### src/design/ets_pkg.sv
// ets_pkg: shared types, constants and helper functions of the expression token scanner
// used by ets_out_if and by expression_token_scanner
package ets_pkg;

  // internal counter widths and width of the position and line fields on the ports
  localparam int PosWidth    = 16;
  localparam int LineWidth   = 16;
  localparam int FieldWidth  = 16;
  localparam int KindWidth   = 5;
  localparam int ErrWidth    = 3;

  // spaces that make up one tab token
  localparam int SpacesPerTab = 4;
  localparam int RunWidth     = $clog2(SpacesPerTab);

  // decimal separator after reset ('.')
  localparam logic [7:0] SepReset = 8'd46;

  // character codes
  localparam logic [7:0] ChTab        = 8'h09;
  localparam logic [7:0] ChNewline    = 8'h0A;
  localparam logic [7:0] ChCr         = 8'h0D;
  localparam logic [7:0] ChSpace      = 8'h20;
  localparam logic [7:0] ChBang       = 8'h21;
  localparam logic [7:0] ChQuote      = 8'h22;
  localparam logic [7:0] ChHash       = 8'h23;
  localparam logic [7:0] ChLparen     = 8'h28;
  localparam logic [7:0] ChRparen     = 8'h29;
  localparam logic [7:0] ChStar       = 8'h2A;
  localparam logic [7:0] ChPlus       = 8'h2B;
  localparam logic [7:0] ChComma      = 8'h2C;
  localparam logic [7:0] ChMinus      = 8'h2D;
  localparam logic [7:0] ChDot        = 8'h2E;
  localparam logic [7:0] ChSlash      = 8'h2F;
  localparam logic [7:0] ChDigit0     = 8'h30;
  localparam logic [7:0] ChDigit9     = 8'h39;
  localparam logic [7:0] ChColon      = 8'h3A;
  localparam logic [7:0] ChSemi       = 8'h3B;
  localparam logic [7:0] ChLess       = 8'h3C;
  localparam logic [7:0] ChEqual      = 8'h3D;
  localparam logic [7:0] ChGreater    = 8'h3E;
  localparam logic [7:0] ChUpperA     = 8'h41;
  localparam logic [7:0] ChUpperZ     = 8'h5A;
  localparam logic [7:0] ChCaret      = 8'h5E;
  localparam logic [7:0] ChUnderscore = 8'h5F;
  localparam logic [7:0] ChLowerA     = 8'h61;
  localparam logic [7:0] ChLowerZ     = 8'h7A;

  // token kinds
  typedef enum logic [KindWidth-1:0] {
    KindLparen       = 5'd0,
    KindRparen       = 5'd1,
    KindComma        = 5'd2,
    KindDot          = 5'd3,
    KindMinus        = 5'd4,
    KindPlus         = 5'd5,
    KindSemicolon    = 5'd6,
    KindStar         = 5'd7,
    KindColon        = 5'd8,
    KindColonEquals  = 5'd9,
    KindSlash        = 5'd10,
    KindSlashEquals  = 5'd11,
    KindBang         = 5'd12,
    KindBangEquals   = 5'd13,
    KindEqual        = 5'd14,
    KindEqualEqual   = 5'd15,
    KindLess         = 5'd16,
    KindLessEqual    = 5'd17,
    KindGreater      = 5'd18,
    KindGreaterEqual = 5'd19,
    KindExponent     = 5'd20,
    KindTab          = 5'd21,
    KindString       = 5'd22,
    KindInteger      = 5'd23,
    KindDecimal      = 5'd24,
    KindIdentifier   = 5'd25,
    KindEof          = 5'd26
  } kind_e;

  // error codes
  typedef enum logic [ErrWidth-1:0] {
    ErrNone         = 3'd0,
    ErrUnexpected   = 3'd1,
    ErrUnterminated = 3'd2,
    ErrDangling     = 3'd3,
    ErrOverflow     = 3'd4
  } err_e;

  // one result item as held in the output queue
  typedef struct packed {
    logic [KindWidth-1:0]  token_kind;
    logic [FieldWidth-1:0] start_pos;
    logic [FieldWidth-1:0] end_pos;
    logic [FieldWidth-1:0] line_number;
    logic [ErrWidth-1:0]   error_code;
    logic                  last;
  } result_t;

  function automatic logic is_digit(input logic [7:0] c);
    is_digit = (c >= ChDigit0) && (c <= ChDigit9);
  endfunction

  function automatic logic is_alpha(input logic [7:0] c);
    is_alpha = ((c >= ChLowerA) && (c <= ChLowerZ)) ||
               ((c >= ChUpperA) && (c <= ChUpperZ)) || (c == ChUnderscore);
  endfunction

  // single form of an operator that may take a trailing '='
  function automatic kind_e pair_kind(input logic [7:0] c);
    case (c)
      ChColon:   pair_kind = KindColon;
      ChSlash:   pair_kind = KindSlash;
      ChBang:    pair_kind = KindBang;
      ChLess:    pair_kind = KindLess;
      ChGreater: pair_kind = KindGreater;
      default:   pair_kind = KindEqual;
    endcase
  endfunction

  // token result, last set on end of file
  function automatic result_t make_token(input kind_e k, input logic [PosWidth-1:0] s,
                                         input logic [PosWidth-1:0] e,
                                         input logic [LineWidth-1:0] ln);
    make_token.token_kind  = k;
    make_token.start_pos   = FieldWidth'(s);
    make_token.end_pos     = FieldWidth'(e);
    make_token.line_number = FieldWidth'(ln);
    make_token.error_code  = ErrNone;
    make_token.last        = (k == KindEof);
  endfunction

  // error result, kind zero and last set
  function automatic result_t make_error(input err_e er, input logic [PosWidth-1:0] s,
                                         input logic [PosWidth-1:0] e,
                                         input logic [LineWidth-1:0] ln);
    make_error.token_kind  = KindLparen;
    make_error.start_pos   = FieldWidth'(s);
    make_error.end_pos     = FieldWidth'(e);
    make_error.line_number = FieldWidth'(ln);
    make_error.error_code  = er;
    make_error.last        = 1'b1;
  endfunction

endpackage

### src/design/ets_in_if.sv
// ets_in_if: source byte channel of the expression token scanner
// depends on nothing
interface ets_in_if;
  logic       valid;
  logic       ready;
  logic [7:0] char_code;
  logic       end_of_source;

  modport source (output valid, output char_code, output end_of_source, input ready);
  modport sink   (input valid, input char_code, input end_of_source, output ready);
endinterface

### src/design/ets_out_if.sv
// ets_out_if: token result channel of the expression token scanner
// depends on ets_pkg for field widths
interface ets_out_if;
  logic                          valid;
  logic                          ready;
  logic [ets_pkg::KindWidth-1:0]  token_kind;
  logic [ets_pkg::FieldWidth-1:0] start_pos;
  logic [ets_pkg::FieldWidth-1:0] end_pos;
  logic [ets_pkg::FieldWidth-1:0] line_number;
  logic [ets_pkg::ErrWidth-1:0]   error_code;
  logic                          last;

  modport source (output valid, output token_kind, output start_pos, output end_pos,
                  output line_number, output error_code, output last, input ready);
  modport sink   (input valid, input token_kind, input start_pos, input end_pos,
                  input line_number, input error_code, input last, output ready);
endinterface

### src/design/ets_cfg_if.sv
// ets_cfg_if: configuration write channel carrying the decimal separator
// depends on nothing
interface ets_cfg_if;
  logic       valid;
  logic       ready;
  logic [7:0] decimal_separator;

  modport source (output valid, output decimal_separator, input ready);
  modport sink   (input valid, input decimal_separator, output ready);
endinterface

### src/design/expression_token_scanner.sv
// expression_token_scanner: streaming lexical scanner, one source byte per transfer
// depends on ets_pkg, ets_in_if, ets_out_if and ets_cfg_if
//
// Usage:
//   in_ch carries one source byte per transfer, end_of_source on the final byte.
//   out_ch carries tokens (kind, start/end position, line, error code, last).
//   cfg_ch writes the decimal separator; it is always ready. The user must write it only
//   while no byte is in flight and all tokens have been taken; the block does not enforce it.
// Timing:
//   a byte is decoded in the cycle it is transferred; its tokens (zero to three)
//   sit in a four-entry result queue and the first is offered on the next cycle.
//   One byte per cycle is taken while the queue holds at most one token, so a
//   byte with one token or none sustains one byte per cycle while out_ch is ready;
//   after a byte that makes two or three tokens, in_ch waits while the single
//   queue read port drains the queue to one token.
// Reset: scan state, positions and line count clear, the separator returns to
//   '.', the queue empties. After the final byte of a source the scan state
//   clears again and the separator is kept.
// Stall: when out_ch is not ready the queue fills; in_ch drops ready once more
//   than one token is waiting, and no token is lost or reordered.
module expression_token_scanner (
  input  logic     clk_i,
  input  logic     rst_ni,
  ets_in_if.sink   in_ch,
  ets_out_if.source out_ch,
  ets_cfg_if.sink  cfg_ch
);

  typedef enum logic [3:0] {
    ModeIdle,
    ModeComment,
    ModePair,
    ModeSpace,
    ModeString,
    ModeInt,
    ModeSep,
    ModeFrac,
    ModeIdent
  } mode_e;

  localparam int QDepth = 4;
  localparam int QPtrW  = $clog2(QDepth);
  localparam int QCntW  = $clog2(QDepth + 1);
  localparam int NCand  = 4;

  // scan state
  mode_e                         mode_q, mode_d;
  logic [7:0]                    pend_q, pend_d;
  logic [ets_pkg::PosWidth-1:0]  start_q, start_d;
  logic [ets_pkg::PosWidth-1:0]  idx_q, idx_d;
  logic [ets_pkg::LineWidth-1:0] line_q, line_d;
  logic [ets_pkg::RunWidth-1:0]  run_q, run_d;
  logic                          halt_q, halt_d;
  logic [7:0]                    sep_q;

  // result queue
  ets_pkg::result_t              queue_q [QDepth];
  logic [QPtrW-1:0]              rd_q, wr_q;
  logic [QCntW-1:0]              cnt_q;

  // decode outputs
  ets_pkg::result_t              cand [NCand];
  logic [NCand-1:0]              cand_v;
  logic [QPtrW-1:0]              cand_off [NCand];
  logic [QCntW-1:0]              n_new;

  logic [7:0]                    c;
  logic                          fin;
  logic                          fail;
  logic                          do_begin;
  logic [ets_pkg::PosWidth-1:0]  nidx;
  logic                          in_fire, out_fire, cfg_fire;

  assign in_fire  = in_ch.valid && in_ch.ready;
  assign out_fire = out_ch.valid && out_ch.ready;
  assign cfg_fire = cfg_ch.valid && cfg_ch.ready;

  assign c    = in_ch.char_code;
  assign fin  = in_ch.end_of_source;
  assign nidx = idx_q + 1'b1;

  // byte decode: feed, begin, finish and end of file
  always_comb begin
    mode_d   = mode_q;
    pend_d   = pend_q;
    start_d  = start_q;
    idx_d    = idx_q;
    line_d   = line_q;
    run_d    = run_q;
    halt_d   = halt_q;
    fail     = 1'b0;
    do_begin = 1'b0;
    cand_v   = '0;
    for (int k = 0; k < NCand; k++) begin
      cand[k] = '0;
    end

    if (halt_q) begin
      // ignore bytes until the source ends
    end else if (&idx_q) begin
      cand_v[0] = 1'b1;
      cand[0]   = ets_pkg::make_error(ets_pkg::ErrOverflow, idx_q, idx_q, line_q);
      fail      = 1'b1;
    end else begin
      idx_d = nidx;

      // continue or close the open token
      case (mode_q)
        ModeComment: begin
          if (c == ets_pkg::ChNewline) do_begin = 1'b1;
        end
        ModePair: begin
          cand_v[0] = 1'b1;
          if (c == ets_pkg::ChEqual) begin
            cand[0] = ets_pkg::make_token(
                ets_pkg::kind_e'(ets_pkg::pair_kind(pend_q) + 5'd1), start_q, nidx, line_q);
            mode_d  = ModeIdle;
          end else begin
            cand[0]  = ets_pkg::make_token(ets_pkg::pair_kind(pend_q), start_q, idx_q, line_q);
            do_begin = 1'b1;
          end
        end
        ModeSpace: begin
          if (c == ets_pkg::ChSpace) begin
            if (run_q == ets_pkg::RunWidth'(ets_pkg::SpacesPerTab - 1)) begin
              cand_v[0] = 1'b1;
              cand[0]   = ets_pkg::make_token(ets_pkg::KindTab, start_q, nidx, line_q);
              mode_d    = ModeIdle;
              run_d     = '0;
            end else begin
              run_d = run_q + 1'b1;
            end
          end else begin
            run_d    = '0;
            do_begin = 1'b1;
          end
        end
        ModeString: begin
          if (c == ets_pkg::ChQuote) begin
            cand_v[0] = 1'b1;
            cand[0]   = ets_pkg::make_token(ets_pkg::KindString, start_q + 1'b1, idx_q,
                                            line_q);
            mode_d    = ModeIdle;
          end else if (c == ets_pkg::ChNewline) begin
            if (&line_q) begin
              cand_v[0] = 1'b1;
              cand[0]   = ets_pkg::make_error(ets_pkg::ErrOverflow, idx_q, nidx, line_q);
              fail      = 1'b1;
            end else begin
              line_d = line_q + 1'b1;
            end
          end
        end
        ModeInt: begin
          if (ets_pkg::is_digit(c)) begin
            // stay in the integer part
          end else if (c == sep_q) begin
            mode_d = ModeSep;
          end else begin
            cand_v[0] = 1'b1;
            cand[0]   = ets_pkg::make_token(ets_pkg::KindInteger, start_q, idx_q, line_q);
            do_begin  = 1'b1;
          end
        end
        ModeSep: begin
          if (ets_pkg::is_digit(c)) begin
            mode_d = ModeFrac;
          end else begin
            cand_v[0] = 1'b1;
            cand[0]   = ets_pkg::make_error(ets_pkg::ErrDangling, start_q, idx_q, line_q);
            fail      = 1'b1;
          end
        end
        ModeFrac: begin
          if (!ets_pkg::is_digit(c)) begin
            cand_v[0] = 1'b1;
            cand[0]   = ets_pkg::make_token(ets_pkg::KindDecimal, start_q, idx_q, line_q);
            do_begin  = 1'b1;
          end
        end
        ModeIdent: begin
          if (!(ets_pkg::is_digit(c) || ets_pkg::is_alpha(c))) begin
            cand_v[0] = 1'b1;
            cand[0]   = ets_pkg::make_token(ets_pkg::KindIdentifier, start_q, idx_q, line_q);
            do_begin  = 1'b1;
          end
        end
        default: begin
          do_begin = 1'b1;
        end
      endcase

      // start a new token with this byte
      if (do_begin) begin
        mode_d  = ModeIdle;
        start_d = idx_q;
        case (c)
          ets_pkg::ChLparen: begin
            cand_v[1] = 1'b1;
            cand[1]   = ets_pkg::make_token(ets_pkg::KindLparen, idx_q, nidx, line_q);
          end
          ets_pkg::ChRparen: begin
            cand_v[1] = 1'b1;
            cand[1]   = ets_pkg::make_token(ets_pkg::KindRparen, idx_q, nidx, line_q);
          end
          ets_pkg::ChComma: begin
            cand_v[1] = 1'b1;
            cand[1]   = ets_pkg::make_token(ets_pkg::KindComma, idx_q, nidx, line_q);
          end
          ets_pkg::ChDot: begin
            cand_v[1] = 1'b1;
            cand[1]   = ets_pkg::make_token(ets_pkg::KindDot, idx_q, nidx, line_q);
          end
          ets_pkg::ChMinus: begin
            cand_v[1] = 1'b1;
            cand[1]   = ets_pkg::make_token(ets_pkg::KindMinus, idx_q, nidx, line_q);
          end
          ets_pkg::ChPlus: begin
            cand_v[1] = 1'b1;
            cand[1]   = ets_pkg::make_token(ets_pkg::KindPlus, idx_q, nidx, line_q);
          end
          ets_pkg::ChSemi: begin
            cand_v[1] = 1'b1;
            cand[1]   = ets_pkg::make_token(ets_pkg::KindSemicolon, idx_q, nidx, line_q);
          end
          ets_pkg::ChStar: begin
            cand_v[1] = 1'b1;
            cand[1]   = ets_pkg::make_token(ets_pkg::KindStar, idx_q, nidx, line_q);
          end
          ets_pkg::ChCaret: begin
            cand_v[1] = 1'b1;
            cand[1]   = ets_pkg::make_token(ets_pkg::KindExponent, idx_q, nidx, line_q);
          end
          ets_pkg::ChColon, ets_pkg::ChSlash, ets_pkg::ChBang, ets_pkg::ChEqual,
          ets_pkg::ChLess, ets_pkg::ChGreater: begin
            pend_d = c;
            mode_d = ModePair;
          end
          ets_pkg::ChHash: begin
            mode_d = ModeComment;
          end
          ets_pkg::ChCr: begin
            // carriage return is silent
          end
          ets_pkg::ChTab: begin
            cand_v[1] = 1'b1;
            cand[1]   = ets_pkg::make_token(ets_pkg::KindTab, idx_q, nidx, line_q);
          end
          ets_pkg::ChSpace: begin
            mode_d = ModeSpace;
            run_d  = ets_pkg::RunWidth'(1);
          end
          ets_pkg::ChQuote: begin
            mode_d = ModeString;
          end
          ets_pkg::ChNewline: begin
            if (&line_q) begin
              cand_v[1] = 1'b1;
              cand[1]   = ets_pkg::make_error(ets_pkg::ErrOverflow, idx_q, nidx, line_q);
              fail      = 1'b1;
            end else begin
              line_d = line_q + 1'b1;
            end
          end
          default: begin
            if (ets_pkg::is_digit(c)) begin
              mode_d = ModeInt;
            end else if (ets_pkg::is_alpha(c)) begin
              mode_d = ModeIdent;
            end else begin
              cand_v[1] = 1'b1;
              cand[1]   = ets_pkg::make_error(ets_pkg::ErrUnexpected, idx_q, nidx, line_q);
              fail      = 1'b1;
            end
          end
        endcase
      end

      // flush the open token at the end of the source
      if (fin && !fail) begin
        case (mode_d)
          ModePair: begin
            cand_v[2] = 1'b1;
            cand[2]   = ets_pkg::make_token(ets_pkg::pair_kind(pend_d), start_d, nidx, line_d);
          end
          ModeString: begin
            cand_v[2] = 1'b1;
            cand[2]   = ets_pkg::make_error(ets_pkg::ErrUnterminated, start_d, nidx, line_d);
            fail      = 1'b1;
          end
          ModeInt: begin
            cand_v[2] = 1'b1;
            cand[2]   = ets_pkg::make_token(ets_pkg::KindInteger, start_d, nidx, line_d);
          end
          ModeSep: begin
            cand_v[2] = 1'b1;
            cand[2]   = ets_pkg::make_error(ets_pkg::ErrDangling, start_d, nidx, line_d);
            fail      = 1'b1;
          end
          ModeFrac: begin
            cand_v[2] = 1'b1;
            cand[2]   = ets_pkg::make_token(ets_pkg::KindDecimal, start_d, nidx, line_d);
          end
          ModeIdent: begin
            cand_v[2] = 1'b1;
            cand[2]   = ets_pkg::make_token(ets_pkg::KindIdentifier, start_d, nidx, line_d);
          end
          default: begin
          end
        endcase
      end

      // end of file token
      if (fin && !fail) begin
        cand_v[3] = 1'b1;
        cand[3]   = ets_pkg::make_token(ets_pkg::KindEof, nidx, nidx, line_d);
      end
    end

    if (fail) halt_d = 1'b1;

    // new source after the final byte
    if (fin) begin
      mode_d  = ModeIdle;
      pend_d  = '0;
      start_d = '0;
      idx_d   = '0;
      line_d  = '0;
      run_d   = '0;
      halt_d  = 1'b0;
    end
  end

  // queue slot of each candidate, packed in order
  always_comb begin
    cand_off[0] = '0;
    for (int k = 1; k < NCand; k++) begin
      cand_off[k] = cand_off[k-1] + QPtrW'(cand_v[k-1]);
    end
    n_new = QCntW'(cand_off[NCand-1]) + QCntW'(cand_v[NCand-1]);
  end

  // scan state and separator register
  always_ff @(posedge clk_i or negedge rst_ni) begin
    if (!rst_ni) begin
      mode_q  <= ModeIdle;
      pend_q  <= '0;
      start_q <= '0;
      idx_q   <= '0;
      line_q  <= '0;
      run_q   <= '0;
      halt_q  <= 1'b0;
      sep_q   <= ets_pkg::SepReset;
    end else begin
      if (in_fire) begin
        mode_q  <= mode_d;
        pend_q  <= pend_d;
        start_q <= start_d;
        idx_q   <= idx_d;
        line_q  <= line_d;
        run_q   <= run_d;
        halt_q  <= halt_d;
      end
      if (cfg_fire) sep_q <= cfg_ch.decimal_separator;
    end
  end

  // result queue pointers and count
  always_ff @(posedge clk_i or negedge rst_ni) begin
    if (!rst_ni) begin
      rd_q  <= '0;
      wr_q  <= '0;
      cnt_q <= '0;
    end else begin
      if (in_fire) wr_q <= wr_q + QPtrW'(n_new);
      if (out_fire) rd_q <= rd_q + 1'b1;
      cnt_q <= cnt_q + (in_fire ? n_new : '0) - QCntW'(out_fire);
    end
  end

  // result queue storage
  always_ff @(posedge clk_i) begin
    for (int k = 0; k < NCand; k++) begin
      if (in_fire && cand_v[k]) queue_q[wr_q + cand_off[k]] <= cand[k];
    end
  end

  // channel outputs
  assign in_ch.ready        = (cnt_q <= QCntW'(1));
  assign cfg_ch.ready       = 1'b1;
  assign out_ch.valid       = (cnt_q != '0);
  assign out_ch.token_kind  = queue_q[rd_q].token_kind;
  assign out_ch.start_pos   = queue_q[rd_q].start_pos;
  assign out_ch.end_pos     = queue_q[rd_q].end_pos;
  assign out_ch.line_number = queue_q[rd_q].line_number;
  assign out_ch.error_code  = queue_q[rd_q].error_code;
  assign out_ch.last        = queue_q[rd_q].last;

  // queue never overruns
  a_queue_bound: assert property (@(posedge clk_i) disable iff (!rst_ni)
    cnt_q <= QCntW'(QDepth))
    else $error("result queue overrun");

  // a halted scanner adds no results
  a_halt_silent: assert property (@(posedge clk_i) disable iff (!rst_ni)
    (in_fire && halt_q) |=> (cnt_q <= $past(cnt_q)))
    else $error("result produced while halted");

  // error results carry kind zero and last
  a_error_form: assert property (@(posedge clk_i) disable iff (!rst_ni)
    (out_ch.valid && (out_ch.error_code != ets_pkg::ErrNone)) |->
      (out_ch.last && (out_ch.token_kind == ets_pkg::KindLparen)))
    else $error("malformed error result");

  // final byte returns the scan to its start
  a_source_clear: assert property (@(posedge clk_i) disable iff (!rst_ni)
    (in_fire && fin) |=> ((idx_q == '0) && (line_q == '0) && !halt_q && (mode_q == ModeIdle)))
    else $error("scan state not cleared after final byte");

endmodule
### src/flat_wrapper.sv
// flat-port wrapper written by rule: the top's interface ports become plain ports
module expression_token_scanner_flat 
  (clk_i, rst_ni, in_ch_valid, in_ch_char_code, in_ch_end_of_source, in_ch_ready, out_ch_valid, out_ch_token_kind, out_ch_start_pos, out_ch_end_pos, out_ch_line_number, out_ch_error_code, out_ch_last, out_ch_ready, cfg_ch_valid, cfg_ch_decimal_separator, cfg_ch_ready);
  ets_in_if in_ch_i ();
  ets_out_if out_ch_i ();
  ets_cfg_if cfg_ch_i ();
  input  logic clk_i;
  input  logic rst_ni;
  input wire logic [$bits(in_ch_i.valid)-1:0] in_ch_valid;
  input wire logic [$bits(in_ch_i.char_code)-1:0] in_ch_char_code;
  input wire logic [$bits(in_ch_i.end_of_source)-1:0] in_ch_end_of_source;
  output wire logic [$bits(in_ch_i.ready)-1:0] in_ch_ready;
  output wire logic [$bits(out_ch_i.valid)-1:0] out_ch_valid;
  output wire logic [$bits(out_ch_i.token_kind)-1:0] out_ch_token_kind;
  output wire logic [$bits(out_ch_i.start_pos)-1:0] out_ch_start_pos;
  output wire logic [$bits(out_ch_i.end_pos)-1:0] out_ch_end_pos;
  output wire logic [$bits(out_ch_i.line_number)-1:0] out_ch_line_number;
  output wire logic [$bits(out_ch_i.error_code)-1:0] out_ch_error_code;
  output wire logic [$bits(out_ch_i.last)-1:0] out_ch_last;
  input wire logic [$bits(out_ch_i.ready)-1:0] out_ch_ready;
  input wire logic [$bits(cfg_ch_i.valid)-1:0] cfg_ch_valid;
  input wire logic [$bits(cfg_ch_i.decimal_separator)-1:0] cfg_ch_decimal_separator;
  output wire logic [$bits(cfg_ch_i.ready)-1:0] cfg_ch_ready;
  assign in_ch_i.valid = in_ch_valid;
  assign in_ch_i.char_code = in_ch_char_code;
  assign in_ch_i.end_of_source = in_ch_end_of_source;
  assign in_ch_ready = in_ch_i.ready;
  assign out_ch_valid = out_ch_i.valid;
  assign out_ch_token_kind = out_ch_i.token_kind;
  assign out_ch_start_pos = out_ch_i.start_pos;
  assign out_ch_end_pos = out_ch_i.end_pos;
  assign out_ch_line_number = out_ch_i.line_number;
  assign out_ch_error_code = out_ch_i.error_code;
  assign out_ch_last = out_ch_i.last;
  assign out_ch_i.ready = out_ch_ready;
  assign cfg_ch_i.valid = cfg_ch_valid;
  assign cfg_ch_i.decimal_separator = cfg_ch_decimal_separator;
  assign cfg_ch_ready = cfg_ch_i.ready;
  expression_token_scanner u_core (.clk_i(clk_i), .rst_ni(rst_ni), .in_ch(in_ch_i), .out_ch(out_ch_i), .cfg_ch(cfg_ch_i));
endmodule
### config.mk
export PLATFORM = sky130hd
export DESIGN_NAME = expression_token_scanner_flat
export DESIGN_NICKNAME = d
export VERILOG_FILES = /design/src/design/ets_pkg.sv /design/src/design/ets_in_if.sv /design/src/design/ets_out_if.sv /design/src/design/ets_cfg_if.sv /design/src/design/expression_token_scanner.sv /design/src/flat_wrapper.sv
export SDC_FILE = /design/constraint.sdc
export NUM_CORES = 1
export LEC_CHECK = 0
export CAP_MARGIN = 30
export CORE_MARGIN = 5
export CORE_UTILIZATION = 50
export DETAILED_ROUTE_END_ITERATION = 10
export DONT_BUFFER_PORTS = 1
export PLACE_DENSITY = 0.77
export REMOVE_ABC_BUFFERS = 1
export SLEW_MARGIN = 20
export SYNTH_ARGS = -nofsm -noshare
export SYNTH_HDL_FRONTEND = slang
export SYNTH_SLANG_ARGS = --single-unit
export TNS_END_PERCENT = 50
### constraint.sdc
create_clock -name clk_i -period 16.5 [get_ports clk_i]
set_clock_uncertainty 0.05 [all_clocks]
set_input_delay 1.65 -clock clk_i [delete_from_list [all_inputs] [get_ports clk_i]]
set_output_delay 1.65 -clock clk_i [all_outputs]
set_load 0.005 [all_outputs]
* Word-level counts from Yosys, hierarchy flattened *
Memory sizes are Yosys's and may differ from the RTL's.
Cells that the tools add are included.
Widths: inputs -> output; s select.

word-level totals
  memories kept = 1
  register bits = 78
  RAM bits = 228
  word-level logic and storage cells = 259

memory list
  name            words  width  rd ports  clocked after Yosys merged registers in  wr ports  RTL line                        RTL
  u_core.queue_q  4      57     1         0                                        3         expression_token_scanner.sv:57  ets_pkg::result_t queue_q [QDepth];

operators by class
  mux-type cells = 140
  equality and inequality tests = 53
  order comparisons = 7
  add/subtract/negate cells = 15
  reduce and logical (&&, ||, !) cells = 32

operator list
  cell                   number
  $mux 57                15
  $pmux 57 s12           1
  $pmux 57 s7            1
  $pmux 57 s6            1
  $mux 16                17
  $mux 228               1
  $eq 8x6->1 const B     27
  $mux 171               1
  $mux 52                3
  $mux 4                 16
  $mux 5                 12
  $reduce_or 57->1       1
  $mux 8                 7
  $pmux 5 s5             2
  $add 16x1->16 const B  3
  $mux 1                 45
  $pmux 4 s5             2
  $eq 4x3->1 const B     8
  $reduce_and 16->1      2
  $eq 8x4->1 const B     3
  $reduce_or 10->1       2
  $reduce_or 20->1       1
  $mux 2                 9
  $eq 8x7->1 const B     2
  other kinds (35)       65

* Logic depth before layout (Yosys ltp) *
Gate-level depths: netlist of the first run.

  depth in word-level cells = 29
  gate-level depth with buffers = 23

* Worst setup path before layout of the first run *
No wires, ideal clock.

  kind = input to register
  start point = in in_ch_char_code[7]
  end point = mem u_core.queue_q[0][0] (netlist bit) (enable)
  data arrival time = 6.798 ns
  setup time = 0.743 ns
  required time = 15.707 ns
  buffers on the path = 4
  path slack = 8.909 ns
  stages on the path = 19
  path through = buf_2 > or3b_4 > o31ai_4 > o211ai_2 > or3_1 > buf_2 > or3_1 > buf_6 > nand2_1 > nand2_1 > fa_1 > inv_1 > ha_1 > xnor2_1 > xnor2_1 > nor4_1 > nand2_1 > clkbuf_1 > nand3_1

RTL lines
  element             RTL line                        RTL
  start: declaration  flat_wrapper.sv:10              input wire logic [$bits(in_ch_i.char_code)-1:0] in_ch_char_code;
  end: declaration    expression_token_scanner.sv:57

==> metrics.txt, run 1 <==
# TYPE chip_impl_metric gauge
chip_impl_info{name="outcome",value="complete, no violations"} 1
chip_impl_metric{name="worst_path_largest_cell_delay",unit="ps"} 730
chip_impl_metric{name="post_synth_num_cell_types",unit=""} 91
chip_impl_metric{name="power_per_cell_area",unit="nW/µm²"} 129.4
chip_impl_metric{name="number_of_enable_flip_flop_cells_after_synthesis",unit=""} 208
chip_impl_metric{name="numCtsBuffers",unit=""} 35
chip_impl_info{name="crit_chain",value="nor3b_1 -> nand3_1 -> or3_1 -> a21oi_1 -> or3_1 -> a21oi_1 -> o21ai_0 -> ha_1 -> xor2_1 -> nand2_1 -> a211oi_1 -> a211oi_4 -> and2_1 -> buf_4 -> nand2_2 -> buf_4"} 1
chip_impl_metric{name="die_height",unit="µm"} 208.1
chip_impl_metric{name="cells_after_synthesis",unit=""} 1813
chip_impl_metric{name="timing.final.ws_setup",unit="ps"} 8709
chip_impl_metric{name="grt_pass1_vias",unit=""} 15640
chip_impl_metric{name="pin_count_of_the_biggest_net_entering_global_routing",unit=""} 79
chip_impl_metric{name="drt_drc_violations_left",unit=""} 0
chip_impl_metric{name="swShare",unit=""} 0.3810
chip_impl_metric{name="power_leakage",unit="µW"} 0.008825
chip_impl_metric{name="detailedPlacementHpwl",unit="µm"} 40050
chip_impl_metric{name="met2_wirelength",unit="µm"} 26990
chip_impl_metric{name="cts-root-to-sink-buffers",unit=""} 3
chip_impl_info{name="synth-main-ff-cell",value="sky130_fd_sc_hd__edfxtp_1"} 1
chip_impl_metric{name="initial_core_util",unit=""} 0.5064
chip_impl_metric{name="cp.required",unit="ps"} 16610
chip_impl_info{name="cp_top_family",value="simple AND/OR/NAND/NOR gates"} 1
chip_impl_metric{name="placement_rows",unit=""} 72
chip_impl_metric{name="timing.fmax",unit="MHz"} 128.4
chip_impl_metric{name="post_cts_resize_count",unit=""} 0
chip_impl_metric{name="vias_per_cell",unit=""} 6.989
chip_impl_metric{name="initialDrtViolationCount",unit=""} 2349
chip_impl_info{name="cts_tree",value="built"} 1
chip_impl_metric{name="synth_area",unit="µm²"} 19620
chip_impl_info{name="top_layer",value="met4"} 1
chip_impl_metric{name="ys_seq_elements",unit=""} 306
chip_impl_metric{name="numClockSinks",unit=""} 306
chip_impl_metric{name="synth.top_cell.area_share",unit=""} 0.3184
chip_impl_info{name="crit-reg2reg-launch",value="u_core.idx_q[0]"} 1
chip_impl_metric{name="clkSlewWorstSetupHoldPaths",unit="ps"} 60
chip_impl_metric{name="clkLatencyLatePin",unit="ps"} 530
chip_impl_metric{name="io_pins",unit=""} 82
chip_impl_metric{name="post_synthesis_to_final_layout_area_growth",unit="%"} 7.430
chip_impl_metric{name="final-max-slew-violation-count",unit=""} 0
chip_impl_metric{name="drive_above_1_share",unit=""} 0.1205
chip_impl_metric{name="timing_worst_slew_pin_value",unit="ps"} 1023
chip_impl_metric{name="cell_internal_pwr",unit="µW"} 1689
chip_impl_metric{name="drt-met1-wl",unit="µm"} 23530
chip_impl_metric{name="detail_route.wirelength",unit="µm"} 61360
chip_impl_metric{name="nets",unit=""} 1772
chip_impl_metric{name="power.share.sequential",unit=""} 0.373
chip_impl_metric{name="critical_path_arrival",unit="ps"} 7900
chip_impl_info{name="grt_setup_unrepaired",value="no"} 1
chip_impl_info{name="synth.top_cells.by_area",value="sky130_fd_sc_hd__edfxtp_1, sky130_fd_sc_hd__mux2i_1, sky130_fd_sc_hd__dfrtp_1"} 1
chip_impl_metric{name="wl_per_cell",unit="µm"} 26.93
chip_impl_metric{name="globalplace.congestion",unit=""} 0.9811
chip_impl_metric{name="path_buf_inv",unit=""} 2
chip_impl_metric{name="globalRouteOverflowTotal",unit=""} 0
chip_impl_metric{name="postSynth.asyncResetShare",unit=""} 0.2549
chip_impl_metric{name="final_hold_viol_count",unit=""} 0
chip_impl_info{name="timing.setup.critical_path_class",value="input port to flip-flop"} 1
chip_impl_metric{name="firstDrtPassIters",unit=""} 6
chip_impl_metric{name="holdBufCountCts",unit=""} 0
chip_impl_metric{name="fin_setup_tns",unit="ps"} 0
chip_impl_metric{name="crit_path_max_fanout",unit=""} 31
chip_impl_metric{name="r2r_slack",unit="ps"} 9360
chip_impl_metric{name="met3_length",unit="µm"} 7456
chip_impl_info{name="master_cell_of_the_clock_root_buffer",value="sky130_fd_sc_hd__clkbuf_16"} 1
chip_impl_info{name="synth_top_cell_by_area",value="sky130_fd_sc_hd__edfxtp_1"} 1
chip_impl_metric{name="slew_headroom",unit=""} 0.3152
chip_impl_metric{name="number_of_port_buffers",unit=""} 0
chip_impl_metric{name="power.clock.fraction",unit=""} 0.276
chip_impl_metric{name="number_of_routed_nets_with_antenna_violations",unit=""} 0
chip_impl_info{name="worst_path_max_delay_cell",value="sky130_fd_sc_hd__nand3_1"} 1
chip_impl_metric{name="total_switching_power",unit="µW"} 1039
chip_impl_metric{name="ir_worst_vdd",unit="µV"} 84.32
chip_impl_metric{name="report.final.setup_viol",unit=""} 0
chip_impl_info{name="holdCritStartpoint",value="u_core.queue_q[2][1]"} 1
chip_impl_metric{name="htree_levels",unit=""} 2
chip_impl_metric{name="comb_power_share",unit=""} 0.351
chip_impl_metric{name="die_area",unit="µm²"} 43300
chip_impl_metric{name="min_period_over_period",unit=""} 0.4722
chip_impl_metric{name="pre_cts_ws",unit="ps"} 8410
chip_impl_metric{name="cap_viol_max_count",unit=""} 0
chip_impl_metric{name="synthesis.yosys.warnings",unit=""} 0
chip_impl_metric{name="die_width",unit="µm"} 208.1
chip_impl_info{name="cp_endpoint_kind",value="flip-flop"} 1
chip_impl_metric{name="grt_resource_usage_total",unit=""} 0.2722
chip_impl_metric{name="antenna_found_initial",unit=""} 0
chip_impl_info{name="critPathLaunchType",value="input port"} 1
chip_impl_metric{name="yosysSeqAreaShare",unit=""} 0.4385
chip_impl_metric{name="core_region_area",unit="µm²"} 38740
chip_impl_info{name="crit_path_start",value="in_ch_char_code[6]"} 1
chip_impl_metric{name="detailroute.via_count",unit=""} 15920
chip_impl_metric{name="wire_length_of_the_first_global_routing_pass",unit="µm"} 93760
chip_impl_metric{name="period_minus_slack",unit="ps"} 7791
chip_impl_metric{name="post-cts-setup-buffers",unit=""} 0
chip_impl_info{name="worstHoldPathType",value="flip-flop to flip-flop"} 1
chip_impl_metric{name="syn-mean-instance-area",unit="µm²"} 10.82
power groups by stage:
stage / sequential (µW) / clock, µW / combinational (µW)
4_1_cts: 1010 / 759 / 930
3_3_place_gp: 1020 / 0 / 907
3_5_place_dp: 1030 / 0 / 925
2_1_floorplan: 1020 / 0 / 613
6_report: 1020 / 754 / 957
5_1_grt: 1030 / 791 / 1000
cell usage in the layout, fill, tap and decap left out, types with 10 or more instances in the layout:
cell	count
sky130_fd_sc_hd__inv_1	24
sky130_fd_sc_hd__and3_1	13
sky130_fd_sc_hd__nor3_1	22
sky130_fd_sc_hd__clkbuf_16	36
sky130_fd_sc_hd__ha_1	14
sky130_fd_sc_hd__mux2i_1	277
sky130_fd_sc_hd__a22o_1	41
sky130_fd_sc_hd__nor4_1	13
sky130_fd_sc_hd__o21ai_0	104
sky130_fd_sc_hd__mux2_2	10
sky130_fd_sc_hd__a211oi_1	12
sky130_fd_sc_hd__dfxtp_1	20
sky130_fd_sc_hd__buf_4	36
sky130_fd_sc_hd__nand2b_1	13
sky130_fd_sc_hd__a21oi_1	92
sky130_fd_sc_hd__nand3_1	58
sky130_fd_sc_hd__o221ai_1	13
sky130_fd_sc_hd__a31oi_1	21
sky130_fd_sc_hd__xor2_1	30
sky130_fd_sc_hd__a31o_2	10
sky130_fd_sc_hd__or3_1	13
sky130_fd_sc_hd__edfxtp_1	208
sky130_fd_sc_hd__dfrtp_1	72
sky130_fd_sc_hd__nand4_1	19
sky130_fd_sc_hd__o31ai_1	11
sky130_fd_sc_hd__nor2_1	72
sky130_fd_sc_hd__nand2_1	168
sky130_fd_sc_hd__and2_1	19
sky130_fd_sc_hd__mux4_2	57
sky130_fd_sc_hd__o211ai_1	13
sky130_fd_sc_hd__xnor2_1	25
sky130_fd_sc_hd__o22ai_1	39
Yosys cell counts, types with 20 or more instances:
cell type	count
sky130_fd_sc_hd__mux2i_1	277
sky130_fd_sc_hd__edfxtp_1	208
sky130_fd_sc_hd__nand2_1	171
sky130_fd_sc_hd__o21ai_0	105
sky130_fd_sc_hd__clkbuf_1	101
sky130_fd_sc_hd__a21oi_1	92
sky130_fd_sc_hd__dfrtp_1	74
sky130_fd_sc_hd__nor2_1	73
sky130_fd_sc_hd__nand3_1	60
sky130_fd_sc_hd__mux4_2	57
sky130_fd_sc_hd__a22o_1	41
sky130_fd_sc_hd__o22ai_1	39
sky130_fd_sc_hd__xor2_1	30
sky130_fd_sc_hd__buf_2	27
sky130_fd_sc_hd__nor3_1	25
sky130_fd_sc_hd__xnor2_1	25
sky130_fd_sc_hd__inv_1	24
sky130_fd_sc_hd__a31oi_1	21
sky130_fd_sc_hd__dfxtp_1	20
path summary, 6_finish.rpt:
check                                        to  cells after the start
max                        u_core.queue_q[3][9]                     16
min                        u_core.queue_q[2][1]                      1
max reg2reg                u_core.queue_q[3][9]                     19
min reg2reg                u_core.queue_q[2][1]                      1
max in group asynchronous       u_core.sep_q[1]                      0
min in group asynchronous       u_core.sep_q[6]                      0
worst register-to-register path, cell delays in order, from the launching register on:
cell,delay (ps)
sky130_fd_sc_hd__dfrtp_1,620
sky130_fd_sc_hd__ha_1,410
sky130_fd_sc_hd__nand4_1,240
sky130_fd_sc_hd__nor4_2,100
sky130_fd_sc_hd__buf_4,260
sky130_fd_sc_hd__nor2_1,470
sky130_fd_sc_hd__nand3_2,320
sky130_fd_sc_hd__or3_1,640
sky130_fd_sc_hd__a21oi_1,480
sky130_fd_sc_hd__nand2_1,90
sky130_fd_sc_hd__o21ai_0,90
sky130_fd_sc_hd__ha_1,220
sky130_fd_sc_hd__xor2_1,480
sky130_fd_sc_hd__nand2_1,230
sky130_fd_sc_hd__a211oi_1,400
sky130_fd_sc_hd__a211oi_4,80
sky130_fd_sc_hd__and2_1,170
sky130_fd_sc_hd__buf_4,260
sky130_fd_sc_hd__nand2_2,570
sky130_fd_sc_hd__buf_4,570
registers in the layout (all words and copies together) (netlist names):
name            flops
u_core.halt_q       1
u_core.queue_q    228
u_core.rd_q         2
u_core.pend_q       8
u_core.cnt_q        3
u_core.run_q        2
u_core.start_q     16
u_core.mode_q       4
u_core.sep_q        8
u_core.line_q      16
u_core.wr_q         2
u_core.idx_q       16
cell families after synthesis:
group	after synthesis	synth area share
flops	306	0.4385
buf+inv	179	0.04044
mux	347	0.2142
other cells	1	0.0001912
xor+xnor	55	0.02456
simple gates	471	0.1189
compound gates	438	0.1521
fa+ha+maj	16	0.01097
metrics by stage:
stage	power, µW	instance area [µm²]	hold WS (ps)	utilization	std cells
2_1_floorplan	1634	18920	404.6	-	1659
3_5_place_dp	1954	19960	424.7	0.5152	2213
3_3_place_gp	1931	19960	412.2	0.5152	2213
4_1_cts	2703	21050	435.6	0.5433	2275
6_report	2728	21080	437.8	0.5441	2278
5_1_grt	2820	21070	450.7	0.5440	2277
metal layers:
layer / vias up / track usage
met5: - / 0
met3: 246 / 0.07411
met4: 0 / 0.1255
li1: 6826 / -
met1: 7717 / 0.3609
met2: 1131 / 0.4197
final cells by class:
class	count	area, µm²
Clock inverter	19	162.7
Fill cell	3309	17660
Tap cell	518	648.1
Inverter	25	93.84
Sequential cell	306	8608
Timing Repair Buffer	38	296.5
Clock buffer	43	927.1
Antenna cell	1	2.502
Multi-Input combinational cell	1328	10340
(Power assumes the default switching activity.)
==> inputs of run 2 (changes only) <==
- clock period: 16.5 -> 7.2 ns (I/O delays scaled with it)
==> run 2 against run 1 <==
  * Global-route usage is 0.59 points lower
  * Combinational power is 130% higher
  * Largest power group unchanged
  * Worst hold slack worse by 380 ps
  * First-iteration DRC count is 6.8% lower
  * Largest cell class unchanged
  * Power is 130% higher
==> metrics.txt, run 2 (same netlist as run 1, synthesis figures left out) <==
# TYPE chip_impl_metric gauge
chip_impl_info{name="outcome",value="complete, no violations"} 1
chip_impl_info{name="cp_endpoint_kind",value="flip-flop"} 1
chip_impl_metric{name="final-max-slew-violation-count",unit=""} 0
chip_impl_info{name="timing.setup.critical_path_class",value="flip-flop to flip-flop"} 1
chip_impl_metric{name="cell_internal_pwr",unit="µW"} 3923
chip_impl_info{name="worst_path_max_delay_cell",value="sky130_fd_sc_hd__dfrtp_1"} 1
chip_impl_metric{name="numCtsBuffers",unit=""} 34
chip_impl_metric{name="globalRouteOverflowTotal",unit=""} 0
chip_impl_metric{name="number_of_port_buffers",unit=""} 0
chip_impl_metric{name="power_leakage",unit="µW"} 0.008957
chip_impl_metric{name="timing.fmax",unit="MHz"} 160.6
chip_impl_info{name="critPathLaunchType",value="flip-flop"} 1
chip_impl_info{name="worstHoldPathType",value="input port to async pin"} 1
chip_impl_metric{name="initial_core_util",unit=""} 0.5064
chip_impl_info{name="cpMostUsedCell",value="sky130_fd_sc_hd__nand2_1"} 1
chip_impl_metric{name="placement_rows",unit=""} 72
chip_impl_metric{name="fin_setup_tns",unit="ps"} 0
chip_impl_info{name="cp_top_family",value="simple AND/OR/NAND/NOR gates"} 1
chip_impl_metric{name="worstSetupPathDepth",unit=""} 18
chip_impl_info{name="crit_chain",value="ha_1 -> nand4_1 -> nor4_2 -> nor2_1 -> nand3_2 -> or3_1 -> nand2_1 -> nand2_1 -> fa_1 -> inv_1 -> ha_1 -> xnor2_1 -> xnor2_1 -> nor4_1 -> nand2_1 -> nand2_2 -> buf_4 -> mux2i_1"} 1
chip_impl_metric{name="initialDrtViolationCount",unit=""} 2189
chip_impl_metric{name="power.share.sequential",unit=""} 0.365
chip_impl_metric{name="die_height",unit="µm"} 208.1
chip_impl_metric{name="r2r_slack",unit="ps"} 970
chip_impl_metric{name="post_cts_resize_count",unit=""} 0
chip_impl_metric{name="clkLatencyLatePin",unit="ps"} 540
chip_impl_metric{name="antenna_found_initial",unit=""} 0
chip_impl_metric{name="total_power",unit="µW"} 6292
chip_impl_metric{name="period_minus_slack",unit="ps"} 6229
chip_impl_metric{name="vias_per_cell",unit=""} 6.964
chip_impl_info{name="master_cell_of_the_clock_root_buffer",value="sky130_fd_sc_hd__clkbuf_16"} 1
chip_impl_metric{name="slew_headroom",unit=""} 0.2757
chip_impl_metric{name="htree_levels",unit=""} 2
chip_impl_metric{name="post_synthesis_to_final_layout_area_growth",unit="%"} 8.438
chip_impl_metric{name="critical_path_arrival",unit="ps"} 6400
chip_impl_metric{name="globalplace.congestion",unit=""} 0.9521
chip_impl_info{name="final_cell_mix",value="sky130_fd_sc_hd__mux2i_1, sky130_fd_sc_hd__edfxtp_1, sky130_fd_sc_hd__nand2_1"} 1
chip_impl_metric{name="total_switching_power",unit="µW"} 2369
chip_impl_metric{name="final_hold_viol_count",unit=""} 0
chip_impl_metric{name="number_of_routed_nets_with_antenna_violations",unit=""} 0
chip_impl_metric{name="ir_worst_vdd",unit="µV"} 197.4
chip_impl_metric{name="swShare",unit=""} 0.3766
chip_impl_metric{name="core_region_area",unit="µm²"} 38740
chip_impl_info{name="final_common_cell",value="sky130_fd_sc_hd__mux2i_1"} 1
chip_impl_metric{name="detailedPlacementHpwl",unit="µm"} 38470
chip_impl_metric{name="cp.required",unit="ps"} 7380
chip_impl_metric{name="largest_register_ff_count",unit=""} 228
chip_impl_info{name="grt_setup_unrepaired",value="no"} 1
chip_impl_metric{name="cap_viol_max_count",unit=""} 0
chip_impl_metric{name="reg2reg_depth",unit=""} 18
chip_impl_metric{name="drt_drc_violations_left",unit=""} 0
chip_impl_metric{name="post-cts-setup-buffers",unit=""} 0
chip_impl_metric{name="drive_above_1_share",unit=""} 0.1283
chip_impl_metric{name="numClockSinks",unit=""} 306
chip_impl_metric{name="report.final.setup_viol",unit=""} 0
chip_impl_metric{name="clkSlewWorstSetupHoldPaths",unit="ps"} 60
chip_impl_metric{name="dp.cells",unit=""} 2231
chip_impl_metric{name="finish.instance_area",unit="µm²"} 21270
chip_impl_metric{name="nets",unit=""} 1790
chip_impl_info{name="cts_tree",value="built"} 1
chip_impl_metric{name="io_pins",unit=""} 82
chip_impl_metric{name="die_area",unit="µm²"} 43300
chip_impl_metric{name="dpl_cell_area",unit="µm²"} 20110
chip_impl_metric{name="crit_path_max_fanout",unit=""} 18
chip_impl_metric{name="die_width",unit="µm"} 208.1
chip_impl_metric{name="detail_route.wirelength",unit="µm"} 60200
chip_impl_metric{name="firstDrtPassIters",unit=""} 7
chip_impl_metric{name="cts-root-to-sink-buffers",unit=""} 3
chip_impl_metric{name="worst_path_largest_cell_delay",unit="ps"} 760
chip_impl_metric{name="detailroute.via_count",unit=""} 15980
chip_impl_metric{name="comb_power_share",unit=""} 0.355
chip_impl_metric{name="min_period_over_period",unit=""} 0.8651
chip_impl_metric{name="num_antenna_cells",unit=""} 0
chip_impl_metric{name="grt_pass1_vias",unit=""} 15760
chip_impl_metric{name="path_buf_inv",unit=""} 2
chip_impl_metric{name="grt_resource_usage_total",unit=""} 0.2663
chip_impl_metric{name="power.clock.fraction",unit=""} 0.280
chip_impl_metric{name="timing_worst_slew_pin_value",unit="ps"} 1084
chip_impl_metric{name="wire_length_of_the_first_global_routing_pass",unit="µm"} 92600
chip_impl_metric{name="final-instance-count-excl-fill",unit=""} 2295
chip_impl_metric{name="wl_per_cell",unit="µm"} 26.23
chip_impl_metric{name="power_per_cell_area",unit="nW/µm²"} 295.8
chip_impl_metric{name="pin_count_of_the_biggest_net_entering_global_routing",unit=""} 79
## run 2: cell count changes in the layout (fill, tap and decap cells not counted), moves of 2 or more
| cell | delta |
|---|---|
| sky130_fd_sc_hd__buf_4 | +16 |
| sky130_fd_sc_hd__clkbuf_1 | -2 |
| sky130_fd_sc_hd__clkinvlp_4 | -3 |
| sky130_fd_sc_hd__bufinv_16 | +2 |
| sky130_fd_sc_hd__clkbuf_16 | -2 |
| sky130_fd_sc_hd__clkinv_1 | +2 |
| sky130_fd_sc_hd__buf_12 | +3 |
## run 2: metal layers
layer	vias to the layer above	track usage	wire, µm
met5	-	0	0
met4	0	0.1187	3011
met3	226	0.05980	6842
met2	1108	0.4206	27330
met1	7776	0.3542	23010
li1	6873	-	-
## run 2: path summary, 6_finish.rpt
| kind | endpoint | start |
|---|---|---|
| worst min register to register | u_core.pend_q[5] | u_core.pend_q[5] |
| worst min-delay path | u_core.mode_q[1] | rst_ni |
| max in group asynchronous | u_core.idx_q[11] | rst_ni |
| min in group clk_i | u_core.pend_q[3] | in_ch_char_code[3] |
| worst max-delay path | u_core.queue_q[0][32] | u_core.idx_q[0] |
| worst max register to register | u_core.queue_q[0][32] | u_core.idx_q[0] |
## run 2: cell type report
type,instances,area (µm²)
clock buffer,40,883.3
clock inverter,21,220.2
fill,3278,17460
inverter,25,93.84
multi-input combinational,1328,10330
sequential,306,8608
tap,518,648.1
timing repair buffer,57,489.2
## run 2: power by group through the flow
| stage | logic, µW | clock network [µW] | registers [µW] |
|---|---|---|---|
| 2_1_floorplan | 1400 | 0 | 2340 |
| 3_3_place_gp | 2140 | 0 | 2310 |
| 4_1_cts | 2190 | 1780 | 2290 |
| 5_1_grt | 2360 | 1850 | 2320 |
| 6_report | 2230 | 1760 | 2300 |
| 3_5_place_dp | 2180 | 0 | 2330 |
## run 2: per-stage QoR
| stage | util | hold slack (ps) | setup WS [ps] |
|---|---|---|---|
| 2_1_floorplan | - | 374.4 | -4817 |
| 4_1_cts | 0.5484 | 68.87 | 1127 |
| 3_3_place_gp | 0.5188 | 378.5 | 1019 |
| 3_5_place_dp | 0.5192 | 377.9 | 901.2 |
| 5_1_grt | 0.5492 | 82.94 | 561.3 |
| 6_report | 0.5492 | 56.67 | 971.4 |
## run 2: timing repair
item / 4_1_cts / 5_1_grt
endpoints found under the setup margin: 0 / 0
hold buffers: 1 / 0
endpoints found under the hold margin: 78 / 0
